==> src/sv/tcpt_pkg.sv <==
package tcpt_pkg;

  localparam int CFG_IDX_W  = 2;
  localparam int CFG_DATA_W = 16;

  // register indexes
  localparam logic [CFG_IDX_W-1:0] CFG_FULL_TRAVEL = 2'd0;
  localparam logic [CFG_IDX_W-1:0] CFG_STATUS_INT  = 2'd1;
  localparam logic [CFG_IDX_W-1:0] CFG_REPORT_STEP = 2'd2;

  // operations
  localparam logic [2:0] OP_TICK = 3'd0;
  localparam logic [2:0] OP_UP   = 3'd1;
  localparam logic [2:0] OP_DOWN = 3'd2;
  localparam logic [2:0] OP_STOP = 3'd3;
  localparam logic [2:0] OP_PCT  = 3'd4;

  // event kinds
  localparam logic [2:0] EV_PRESS_UP   = 3'd0;
  localparam logic [2:0] EV_PRESS_DOWN = 3'd1;
  localparam logic [2:0] EV_PRESS_STOP = 3'd2;
  localparam logic [2:0] EV_REP_UP     = 3'd3;
  localparam logic [2:0] EV_REP_DOWN   = 3'd4;
  localparam logic [2:0] EV_REP_STOP   = 3'd5;
  localparam logic [2:0] EV_REP_PCT    = 3'd6;

  localparam logic signed [8:0] GOAL_UP   = -9'sd20;
  localparam logic signed [8:0] GOAL_DOWN = 9'sd120;

  typedef struct packed {
    logic [2:0] operation;
    logic [6:0] target_percent;
  } in_word_t;

  typedef struct packed {
    logic [2:0] event_kind;
    logic [6:0] report_percent;
    logic       last_of_run;
  } out_word_t;

  typedef enum logic [2:0] {
    UPD_NONE,
    UPD_START_DOWN,
    UPD_START_UP,
    UPD_STOP,
    UPD_STEP
  } upd_t;

  typedef struct packed {
    logic       apply_cmd;
    logic       tick_start;
    logic       t1;
    logic       t2;
    upd_t       upd;
    logic       load_out;
    logic [2:0] kind;
    logic       last;
  } ctl_cmd_t;

  typedef struct packed {
    logic busy;
    logic pending;
    logic status_emit;
    logic gt;
    logic lt;
    logic late;
    logic inwin;
    logic out_free;
  } dp_status_t;

endpackage

==> src/sv/tcpt_dp.sv <==
module tcpt_dp (
  input  logic                            clk,
  input  logic                            rst_n,
  input  tcpt_pkg::in_word_t              in_word,
  input  logic                            cfg_we,
  input  logic [tcpt_pkg::CFG_IDX_W-1:0]  cfg_index,
  input  logic [tcpt_pkg::CFG_DATA_W-1:0] cfg_data,
  input  tcpt_pkg::ctl_cmd_t              cmd,
  output tcpt_pkg::dp_status_t            sts,
  input  logic                            out_stall,
  output logic                            out_valid,
  output tcpt_pkg::out_word_t             out_word
);
  import tcpt_pkg::*;

  logic [7:0]  fts_r;
  logic [15:0] interval_r;
  logic [6:0]  step_r;

  logic [31:0]       now_r;
  logic signed [8:0] goal_r;
  logic signed [8:0] pos_r;
  logic              dir_up_r;
  logic              moving_r;
  logic              pending_r;
  logic [31:0]       start_r;
  logic [31:0]       end_r;
  logic [7:0]        progress_r;
  logic [31:0]       next_status_r;

  logic        busy_r;
  logic        status_emit_r;
  logic [19:0] prod_a_r;
  logic [20:0] prod_b_r;
  logic [26:0] prod_c_r;

  logic        out_valid_r;
  out_word_t   out_word_r;

  logic [11:0]        per1;
  logic signed [9:0]  diff;
  logic [9:0]         diff_neg;
  logic [8:0]         span;
  logic [6:0]         pct;
  logic signed [10:0] stepped;
  logic signed [8:0]  pos_step;
  logic [31:0]        due;
  logic               status_hit;
  logic               busy_now;

  always_comb begin
    // ms per percent = 10 * full travel seconds
    per1 = {1'b0, fts_r, 3'b000} + {3'b000, fts_r, 1'b0};
    diff = {goal_r[8], goal_r} - {pos_r[8], pos_r};
    diff_neg = 10'(-diff);
    span = diff[9] ? diff_neg[8:0] : diff[8:0];

    if (pos_r < 9'sd0) begin
      pct = 7'd0;
    end else if (pos_r > 9'sd100) begin
      pct = 7'd100;
    end else begin
      pct = pos_r[6:0];
    end

    if (dir_up_r) begin
      stepped = {{2{pos_r[8]}}, pos_r} - $signed({4'b0000, step_r});
    end else begin
      stepped = {{2{pos_r[8]}}, pos_r} + $signed({4'b0000, step_r});
    end
    if (stepped < -11'sd256) begin
      pos_step = -9'sd256;
    end else if (stepped > 11'sd255) begin
      pos_step = 9'sd255;
    end else begin
      pos_step = stepped[8:0];
    end

    due = start_r + {5'b0, prod_c_r};
    status_hit = (next_status_r <= now_r);
    busy_now = pending_r | moving_r;
  end

  always_comb begin
    sts.busy        = busy_r;
    sts.pending     = pending_r;
    sts.status_emit = status_emit_r;
    sts.gt          = goal_r > pos_r;
    sts.lt          = goal_r < pos_r;
    sts.late        = now_r > due;
    sts.inwin       = now_r <= end_r;
    sts.out_free    = !out_valid_r || !out_stall;
  end

  always_ff @(posedge clk) begin
    if (!rst_n) begin
      fts_r         <= 8'd30;
      interval_r    <= 16'd1000;
      step_r        <= 7'd10;
      now_r         <= '0;
      goal_r        <= '0;
      pos_r         <= '0;
      dir_up_r      <= 1'b0;
      moving_r      <= 1'b0;
      pending_r     <= 1'b0;
      start_r       <= '0;
      end_r         <= '0;
      progress_r    <= '0;
      next_status_r <= '0;
      busy_r        <= 1'b0;
      status_emit_r <= 1'b0;
      out_valid_r   <= 1'b0;
    end else begin
      if (cfg_we) begin
        unique case (cfg_index)
          CFG_FULL_TRAVEL: fts_r      <= cfg_data[7:0];
          CFG_STATUS_INT:  interval_r <= cfg_data;
          CFG_REPORT_STEP: step_r     <= cfg_data[6:0];
          default: ;
        endcase
      end

      if (cmd.apply_cmd) begin
        pending_r <= 1'b1;
        unique case (in_word.operation)
          OP_UP:   goal_r <= GOAL_UP;
          OP_DOWN: goal_r <= GOAL_DOWN;
          OP_STOP: begin
            goal_r <= pos_r;
            end_r  <= now_r;
          end
          OP_PCT:  goal_r <= $signed({2'b00, in_word.target_percent}) - 9'sd1;
          default: ;
        endcase
      end

      if (cmd.tick_start) begin
        now_r <= now_r + 32'd1;
      end

      if (cmd.t1) begin
        busy_r <= busy_now;
        if (!busy_now) begin
          pos_r <= $signed({2'b00, pct});
        end
        if (status_hit) begin
          next_status_r <= now_r + {16'b0, interval_r};
        end
        status_emit_r <= status_hit && !busy_now;
        prod_a_r <= 20'(per1) * 20'(progress_r);
        prod_b_r <= 21'(span) * 21'(per1);
      end

      if (cmd.t2) begin
        prod_c_r <= 27'(prod_a_r) * 27'(step_r);
      end

      case (cmd.upd)
        UPD_START_DOWN, UPD_START_UP: begin
          dir_up_r   <= (cmd.upd == UPD_START_UP);
          start_r    <= now_r;
          end_r      <= now_r + {11'b0, prod_b_r};
          pending_r  <= 1'b0;
          moving_r   <= 1'b1;
          progress_r <= 8'd1;
        end
        UPD_STOP: begin
          start_r   <= '0;
          end_r     <= '0;
          pending_r <= 1'b0;
          moving_r  <= 1'b0;
        end
        UPD_STEP: begin
          pos_r      <= pos_step;
          progress_r <= progress_r + 8'd1;
        end
        default: ;
      endcase

      if (cmd.load_out) begin
        out_valid_r <= 1'b1;
      end else if (out_valid_r && !out_stall) begin
        out_valid_r <= 1'b0;
      end
    end
  end

  always_ff @(posedge clk) begin
    if (cmd.load_out) begin
      out_word_r.event_kind     <= cmd.kind;
      out_word_r.report_percent <= (cmd.kind == EV_REP_PCT) ? pct : 7'd0;
      out_word_r.last_of_run    <= cmd.last;
    end
  end

  assign out_valid = out_valid_r;
  assign out_word  = out_word_r;

endmodule

==> src/sv/tcpt_ctrl.sv <==
module tcpt_ctrl (
  input  logic                 clk,
  input  logic                 rst_n,
  input  logic                 in_valid,
  input  logic [2:0]           in_op,
  output logic                 in_stall,
  input  tcpt_pkg::dp_status_t sts,
  output tcpt_pkg::ctl_cmd_t   cmd
);
  import tcpt_pkg::*;

  typedef enum logic [2:0] {
    ST_IDLE,
    ST_T1,
    ST_T2,
    ST_T3,
    ST_EMIT
  } state_t;

  // sequence of words to send for one tick
  typedef enum logic [2:0] {
    SC_STATUS,
    SC_DOWN,
    SC_UP,
    SC_STOP,
    SC_STEP
  } script_t;

  state_t     state_r;
  script_t    script_r;
  script_t    script_nxt;
  logic       has_emit;
  logic [1:0] idx_r;
  logic [1:0] last_idx;
  logic [2:0] kind;
  logic       accept;

  assign accept   = in_valid && (state_r == ST_IDLE);
  assign in_stall = (state_r != ST_IDLE);

  always_comb begin
    script_nxt = SC_STATUS;
    has_emit   = 1'b0;
    if (sts.status_emit) begin
      script_nxt = SC_STATUS;
      has_emit   = 1'b1;
    end else if (sts.busy && sts.pending) begin
      has_emit = 1'b1;
      if (sts.gt) begin
        script_nxt = SC_DOWN;
      end else if (sts.lt) begin
        script_nxt = SC_UP;
      end else begin
        script_nxt = SC_STOP;
      end
    end else if (sts.busy) begin
      if (!sts.inwin) begin
        script_nxt = SC_STOP;
        has_emit   = 1'b1;
      end else if (sts.late) begin
        script_nxt = SC_STEP;
        has_emit   = 1'b1;
      end
    end
  end

  always_comb begin
    kind     = EV_REP_PCT;
    last_idx = 2'd0;
    unique case (script_r)
      SC_STATUS: begin
        last_idx = 2'd1;
        kind     = (idx_r == 2'd0) ? EV_REP_STOP : EV_REP_PCT;
      end
      SC_DOWN: begin
        last_idx = 2'd1;
        kind     = (idx_r == 2'd0) ? EV_PRESS_DOWN : EV_REP_DOWN;
      end
      SC_UP: begin
        last_idx = 2'd1;
        kind     = (idx_r == 2'd0) ? EV_PRESS_UP : EV_REP_UP;
      end
      SC_STOP: begin
        last_idx = 2'd2;
        case (idx_r)
          2'd0:    kind = EV_PRESS_STOP;
          2'd1:    kind = EV_REP_STOP;
          default: kind = EV_REP_PCT;
        endcase
      end
      SC_STEP: begin
        last_idx = 2'd0;
        kind     = EV_REP_PCT;
      end
      default: ;
    endcase
  end

  always_comb begin
    cmd.apply_cmd  = accept && (in_op == OP_UP || in_op == OP_DOWN ||
                                in_op == OP_STOP || in_op == OP_PCT);
    cmd.tick_start = accept && (in_op == OP_TICK);
    cmd.t1         = (state_r == ST_T1);
    cmd.t2         = (state_r == ST_T2);
    cmd.upd        = UPD_NONE;
    if (state_r == ST_T3 && has_emit) begin
      unique case (script_nxt)
        SC_DOWN: cmd.upd = UPD_START_DOWN;
        SC_UP:   cmd.upd = UPD_START_UP;
        SC_STOP: cmd.upd = UPD_STOP;
        SC_STEP: cmd.upd = UPD_STEP;
        default: cmd.upd = UPD_NONE;
      endcase
    end
    cmd.load_out = (state_r == ST_EMIT) && sts.out_free;
    cmd.kind     = kind;
    cmd.last     = (idx_r == last_idx);
  end

  always_ff @(posedge clk) begin
    if (!rst_n) begin
      state_r  <= ST_IDLE;
      script_r <= SC_STATUS;
      idx_r    <= '0;
    end else begin
      unique case (state_r)
        ST_IDLE: begin
          if (cmd.tick_start) begin
            state_r <= ST_T1;
          end
        end
        ST_T1: state_r <= ST_T2;
        ST_T2: state_r <= ST_T3;
        ST_T3: begin
          script_r <= script_nxt;
          idx_r    <= '0;
          state_r  <= has_emit ? ST_EMIT : ST_IDLE;
        end
        ST_EMIT: begin
          if (sts.out_free) begin
            if (idx_r == last_idx) begin
              state_r <= ST_IDLE;
            end else begin
              idx_r <= idx_r + 2'd1;
            end
          end
        end
        default: state_r <= ST_IDLE;
      endcase
    end
  end

endmodule

==> src/sv/timed_cover_position_tracker.sv <==
// Command words (up, down, stop, go to percent) are taken when idle and give no result.
// A tick word passes through the tick sequencer (status check, two multiply stages, time
// compare), then goes one result word per cycle into the output register when not stalled.
// No new word is taken until all n result words of a tick (n is 0 to 3) are loaded.
// Reset (rst_n, synchronous, active low) zeroes position, goal and all times and loads
// the register defaults: 30 s full travel, 1000 ms status interval, 10 percent step.
module timed_cover_position_tracker (
  input  logic                            clk,
  input  logic                            rst_n,
  input  logic                            in_valid,
  output logic                            in_stall,
  input  tcpt_pkg::in_word_t              in_word,
  output logic                            out_valid,
  input  logic                            out_stall,
  output tcpt_pkg::out_word_t             out_word,
  input  logic                            cfg_we,
  input  logic [tcpt_pkg::CFG_IDX_W-1:0]  cfg_index,
  input  logic [tcpt_pkg::CFG_DATA_W-1:0] cfg_data
);
  import tcpt_pkg::*;

  ctl_cmd_t   cmd;
  dp_status_t sts;

  tcpt_ctrl u_ctrl (
    .clk      (clk),
    .rst_n    (rst_n),
    .in_valid (in_valid),
    .in_op    (in_word.operation),
    .in_stall (in_stall),
    .sts      (sts),
    .cmd      (cmd)
  );

  tcpt_dp u_dp (
    .clk       (clk),
    .rst_n     (rst_n),
    .in_word   (in_word),
    .cfg_we    (cfg_we),
    .cfg_index (cfg_index),
    .cfg_data  (cfg_data),
    .cmd       (cmd),
    .sts       (sts),
    .out_stall (out_stall),
    .out_valid (out_valid),
    .out_word  (out_word)
  );

endmodule

==> config.mk <==
export PLATFORM = sky130hd
export DESIGN_NAME = timed_cover_position_tracker
export DESIGN_NICKNAME = d
export VERILOG_FILES = /design/src/sv/tcpt_pkg.sv /design/src/sv/tcpt_dp.sv /design/src/sv/tcpt_ctrl.sv /design/src/sv/timed_cover_position_tracker.sv
export SDC_FILE = /design/constraint.sdc
export NUM_CORES = 2
export LEC_CHECK = 0
export BUFFER_PORTS_ARGS = -buffer_cell sky130_fd_sc_hd__buf_4
export CAP_MARGIN = 20
export CELL_PAD_IN_SITES_DETAIL_PLACEMENT = 1
export CELL_PAD_IN_SITES_GLOBAL_PLACEMENT = 1
export CORE_ASPECT_RATIO = 0.5
export CORE_MARGIN = 3
export CORE_UTILIZATION = 40
export DETAILED_ROUTE_END_ITERATION = 8
export PLACE_DENSITY = 0.64
export SETUP_SLACK_MARGIN = 0.02
export SLEW_MARGIN = 30
export SYNTH_ARGS = -nofsm -noshare
export SYNTH_HDL_FRONTEND = slang
export SYNTH_SLANG_ARGS = --single-unit
==> constraint.sdc <==
create_clock -name clk -period 20.9 [get_ports clk]
set_input_delay 3.135 -clock clk [delete_from_list [all_inputs] [get_ports clk]]
set_output_delay 3.135 -clock clk [all_outputs]
set_load 0.01 [all_outputs]
==> results.sh <==
export IMPL_n_fill_cell=7760
export IMPL_drc=0
export IMPL_setup_viol_count_final=0
export IMPL_hp_start="u_dp.interval_r[14]$_SDFFE_PN0P_"
export IMPL_crit_fanout=11
export IMPL_num_rows=66
export IMPL_cts_resized=0
export IMPL_slew_headroom=0.351
export IMPL_avgSynthCellArea_sq_um=8.62
export IMPL_port_buffers=45
export IMPL_powerDensity_mw_per_mm2=103
export IMPL_drtIter0Drc=1186
export IMPL_dp_cells=3973
export IMPL_critPathTopFamily="adder cells"
export IMPL_cp_slowest_stage_delay_ps=580
export IMPL_final_area_sq_mm=0.0294
export IMPL_fin_ws_ps=12980
export IMPL_synth_edf_count=76
export IMPL_ir_worst_vdd_uv=126
export IMPL_power_leakage_nw=13.3
export IMPL_max_cap_violations=0
export IMPL_gp_congestion=0.875
export IMPL_die_y_um=189
export IMPL_grt_pass1_vias=23100
export IMPL_worstRegToRegCells=28
export IMPL_arrival_ps=8200
export IMPL_cts_root_buf="clkbuf_16"
export IMPL_synthesis_nets=3664
export IMPL_synth_sequential_area_ratio=0.234
export IMPL_post_cts_buffers=0
export IMPL_min_period_ps=7920
export IMPL_async_reset_ff_frac=0
export IMPL_start_util=0.408
export IMPL_ys_ff_latch=275
export IMPL_area_growth_synth_to_final_pct=9.76
export IMPL_vias=22000
export IMPL_syn_area_sq_mm=0.0268
export IMPL_timing_rr_end="u_dp.prod_b_r[19]$_DFFE_PP_"
export IMPL_status="finished, final reports clean"
export IMPL_ant_nets=0
export IMPL_synth_most_common_cell="inv_1"
export IMPL_critical_path_class="register to register"
export IMPL_netlist_instances=3109
export IMPL_routed_via_density=5.46
export IMPL_die_w_um=372
export IMPL_holdPathStages=2
export IMPL_nNetsFinal=3680
export IMPL_path_clk_slew_ps=60
export IMPL_yosys_top_cells_area="fa_1 16%, dfxtp_1 15%, ha_1 15%, edfxtp_1 8.5%, inv_1 4.9%"
export IMPL_core_area_sq_mm=0.0657
export IMPL_fmax_mhz=126
export IMPL_fin_util=0.448
export IMPL_ys_warn_count=0
export IMPL_yosys_most_used_dff="dfxtp_1"
export IMPL_hold_slack_ps=465
export IMPL_cp_start_kind="register"
export IMPL_die_area_sq_mm=0.0703
export IMPL_grtUsageTotal=0.238
export IMPL_drive_gt1_frac=0.0581
export IMPL_crit_reg2reg_launch="u_dp.pos_r[1]$_SDFFE_PN0P_"
export IMPL_h_tree_depth=2
export IMPL_synth_top_area_frac=0.155
export IMPL_dp_hpwl_um=63700
export IMPL_min_to="u_dp.interval_r[14]$_SDFFE_PN0P_"
export IMPL_endpoint_kind="register"
export IMPL_power_total_mw=3.02
export IMPL_r2r_setup_slack_ps=12980
export IMPL_min_period_over_period=0.379
export IMPL_gr_total_overflow=0
export IMPL_ys_top_cells_by_count="349 x inv_1, 346 x nand2_1, 314 x ha_1"
export IMPL_wirelength_um=83000
export IMPL_cp_required_ps=21180
export IMPL_rsz0062_at_grt="false"
export IMPL_cts_tree="built"
export IMPL_final_cells=4036
export IMPL_holdBufCountCts=0
export IMPL_grt_max_degree=85
export IMPL_firstDrtPassIters=5
export IMPL_antenna_found_initial=2
export IMPL_ys_types=83
export IMPL_clock_sinks=275
export IMPL_setup_tns_ps=0
export IMPL_tightest_slew_ps=969
export IMPL_hold_viol=0
export IMPL_slowest_stage="or4_1"
export IMPL_clk_path_buf_depth=3
export IMPL_clock_latency_ps=560
export IMPL_slew_viol_final=0
export IMPL_grt_pass1_wl_um=132000
export IMPL_dpl_cell_area_sq_mm=0.0282
export IMPL_place_ws_ps=12980
export IMPL_io_pins=46
export IMPL_cts_buffers=34
export IMPL_wl_per_cell_um=20.6
export IMPL_clock_skew_ps=27.2
export IMPL_yosysTopAreaCell="fa_1"
export IMPL_hold_class="register to register"
export IMPL_crit_buf_inv=4
## worst min-delay path, delay by kind of cell, from the launching register on
kind,cells,cell delay [ps]
flip-flops,1,310
AO/OA/AOI/OAI,1,50
AND/OR/NAND/NOR,1,50
## cell usage in the layout, fill, tap and decap left out, types with 5 or more instances in the layout
cell       count
clkbuf_16     35
or4_1          5
fa_1         208
a21boi_0       5
a31oi_1       17
a22oi_1       39
a21oi_1      193
a21o_1        56
nand4_1       32
o22ai_1       15
a211oi_1      29
or2_2          8
nand2b_1      28
nand3_1       43
edfxtp_1      76
inv_1        349
clkbuf_8       8
nand3b_1      10
o21ai_0      115
a31o_2         5
o21a_1        26
nor3_1        48
nand2_1      346
ha_1         314
mux2i_1       36
buf_4         83
o31ai_1        6
o211ai_1      17
dfxtp_1      199
and2_1       125
and3_1        20
o21bai_1      15
nor2_1       268
xor2_1        55
xnor2_1      141
nor2b_1       28
nor4_1        16
or3_1         19
clkbuf_1       7
## cell families (layout without fill, tap and decap cells)
group / Yosys count / in the layout / share of synthesized area
AOI/OAI and AO/OA: 594 / 594 / 0.139
xor gates and xnor gates: 198 / 198 / 0.0647
adders and majority gates: 522 / 522 / 0.302
buffers and inverters: 457 / 499 / 0.0642
DFF: 275 / 275 / 0.234
muxes: 36 / 36 / 0.0134
other: 0 / 1 / 0
and+or+nand+nor: 1027 / 1027 / 0.182
## layer usage
metal  up-vias  track usage  routed length, um
met2       306        0.369              35900
met4         2       0.0446               1350
li1      10500            -                  -
met3        80       0.0392               3930
met5         -            0                  8
met1     11100        0.351              41800
## how the worst max path moves through the flow
stage,startpoint,end,slack [ps],cells past startpoint
2_1_floorplan,u_dp.pos_r[1]$_SDFFE_PN0P_,u_dp.prod_b_r[19]$_DFFE_PP_,13710,29
3_3_place_gp,u_dp.pos_r[1]$_SDFFE_PN0P_,u_dp.prod_b_r[19]$_DFFE_PP_,13120,28
3_5_place_dp,u_dp.pos_r[1]$_SDFFE_PN0P_,u_dp.prod_b_r[19]$_DFFE_PP_,12980,28
4_1_cts,u_dp.pos_r[1]$_SDFFE_PN0P_,u_dp.prod_b_r[19]$_DFFE_PP_,12940,28
5_1_grt,u_dp.pos_r[1]$_SDFFE_PN0P_,u_dp.prod_b_r[19]$_DFFE_PP_,12480,28
6_report,u_dp.pos_r[1]$_SDFFE_PN0P_,u_dp.prod_b_r[19]$_DFFE_PP_,12980,28
## power breakdown
part / leakage (nW) / switching [mW] / internal, mW / total (mW)
Combinational: 10.4 / 1.06 / 0.627 / 1.69
Sequential: 2.31 / 0.0380 / 0.649 / 0.687
Clock: 0.582 / 0.267 / 0.377 / 0.644
Total: 13.3 / 1.37 / 1.65 / 3.02
## state kept, by name, indices dropped and copies added (netlist names), 11 cells and up
| register | flops |
|---|---|
| u_dp.end_r | 32 |
| u_dp.interval_r | 16 |
| u_dp.next_status_r | 32 |
| u_dp.now_r | 32 |
| u_dp.out_word | 11 |
| u_dp.prod_a_r | 19 |
| u_dp.prod_b_r | 20 |
| u_dp.prod_c_r | 26 |
| u_dp.start_r | 32 |
## final cells by class
| cell class | count | area (sq um) | share of cell area |
|---|---|---|---|
| antenna | 1 | 2.50 | 0.0000851 |
| clock buffer | 50 | 1010 | 0.0344 |
| clock inverter | 12 | 169 | 0.00574 |
| inverter | 353 | 1330 | 0.0451 |
| multi-input combinational | 2377 | 18900 | 0.642 |
| sequential | 275 | 6270 | 0.213 |
| tap | 884 | 1110 | 0.0376 |
| timing repair buffer | 84 | 634 | 0.0216 |
No activity file was read; power rests on OpenSTA's default activity.
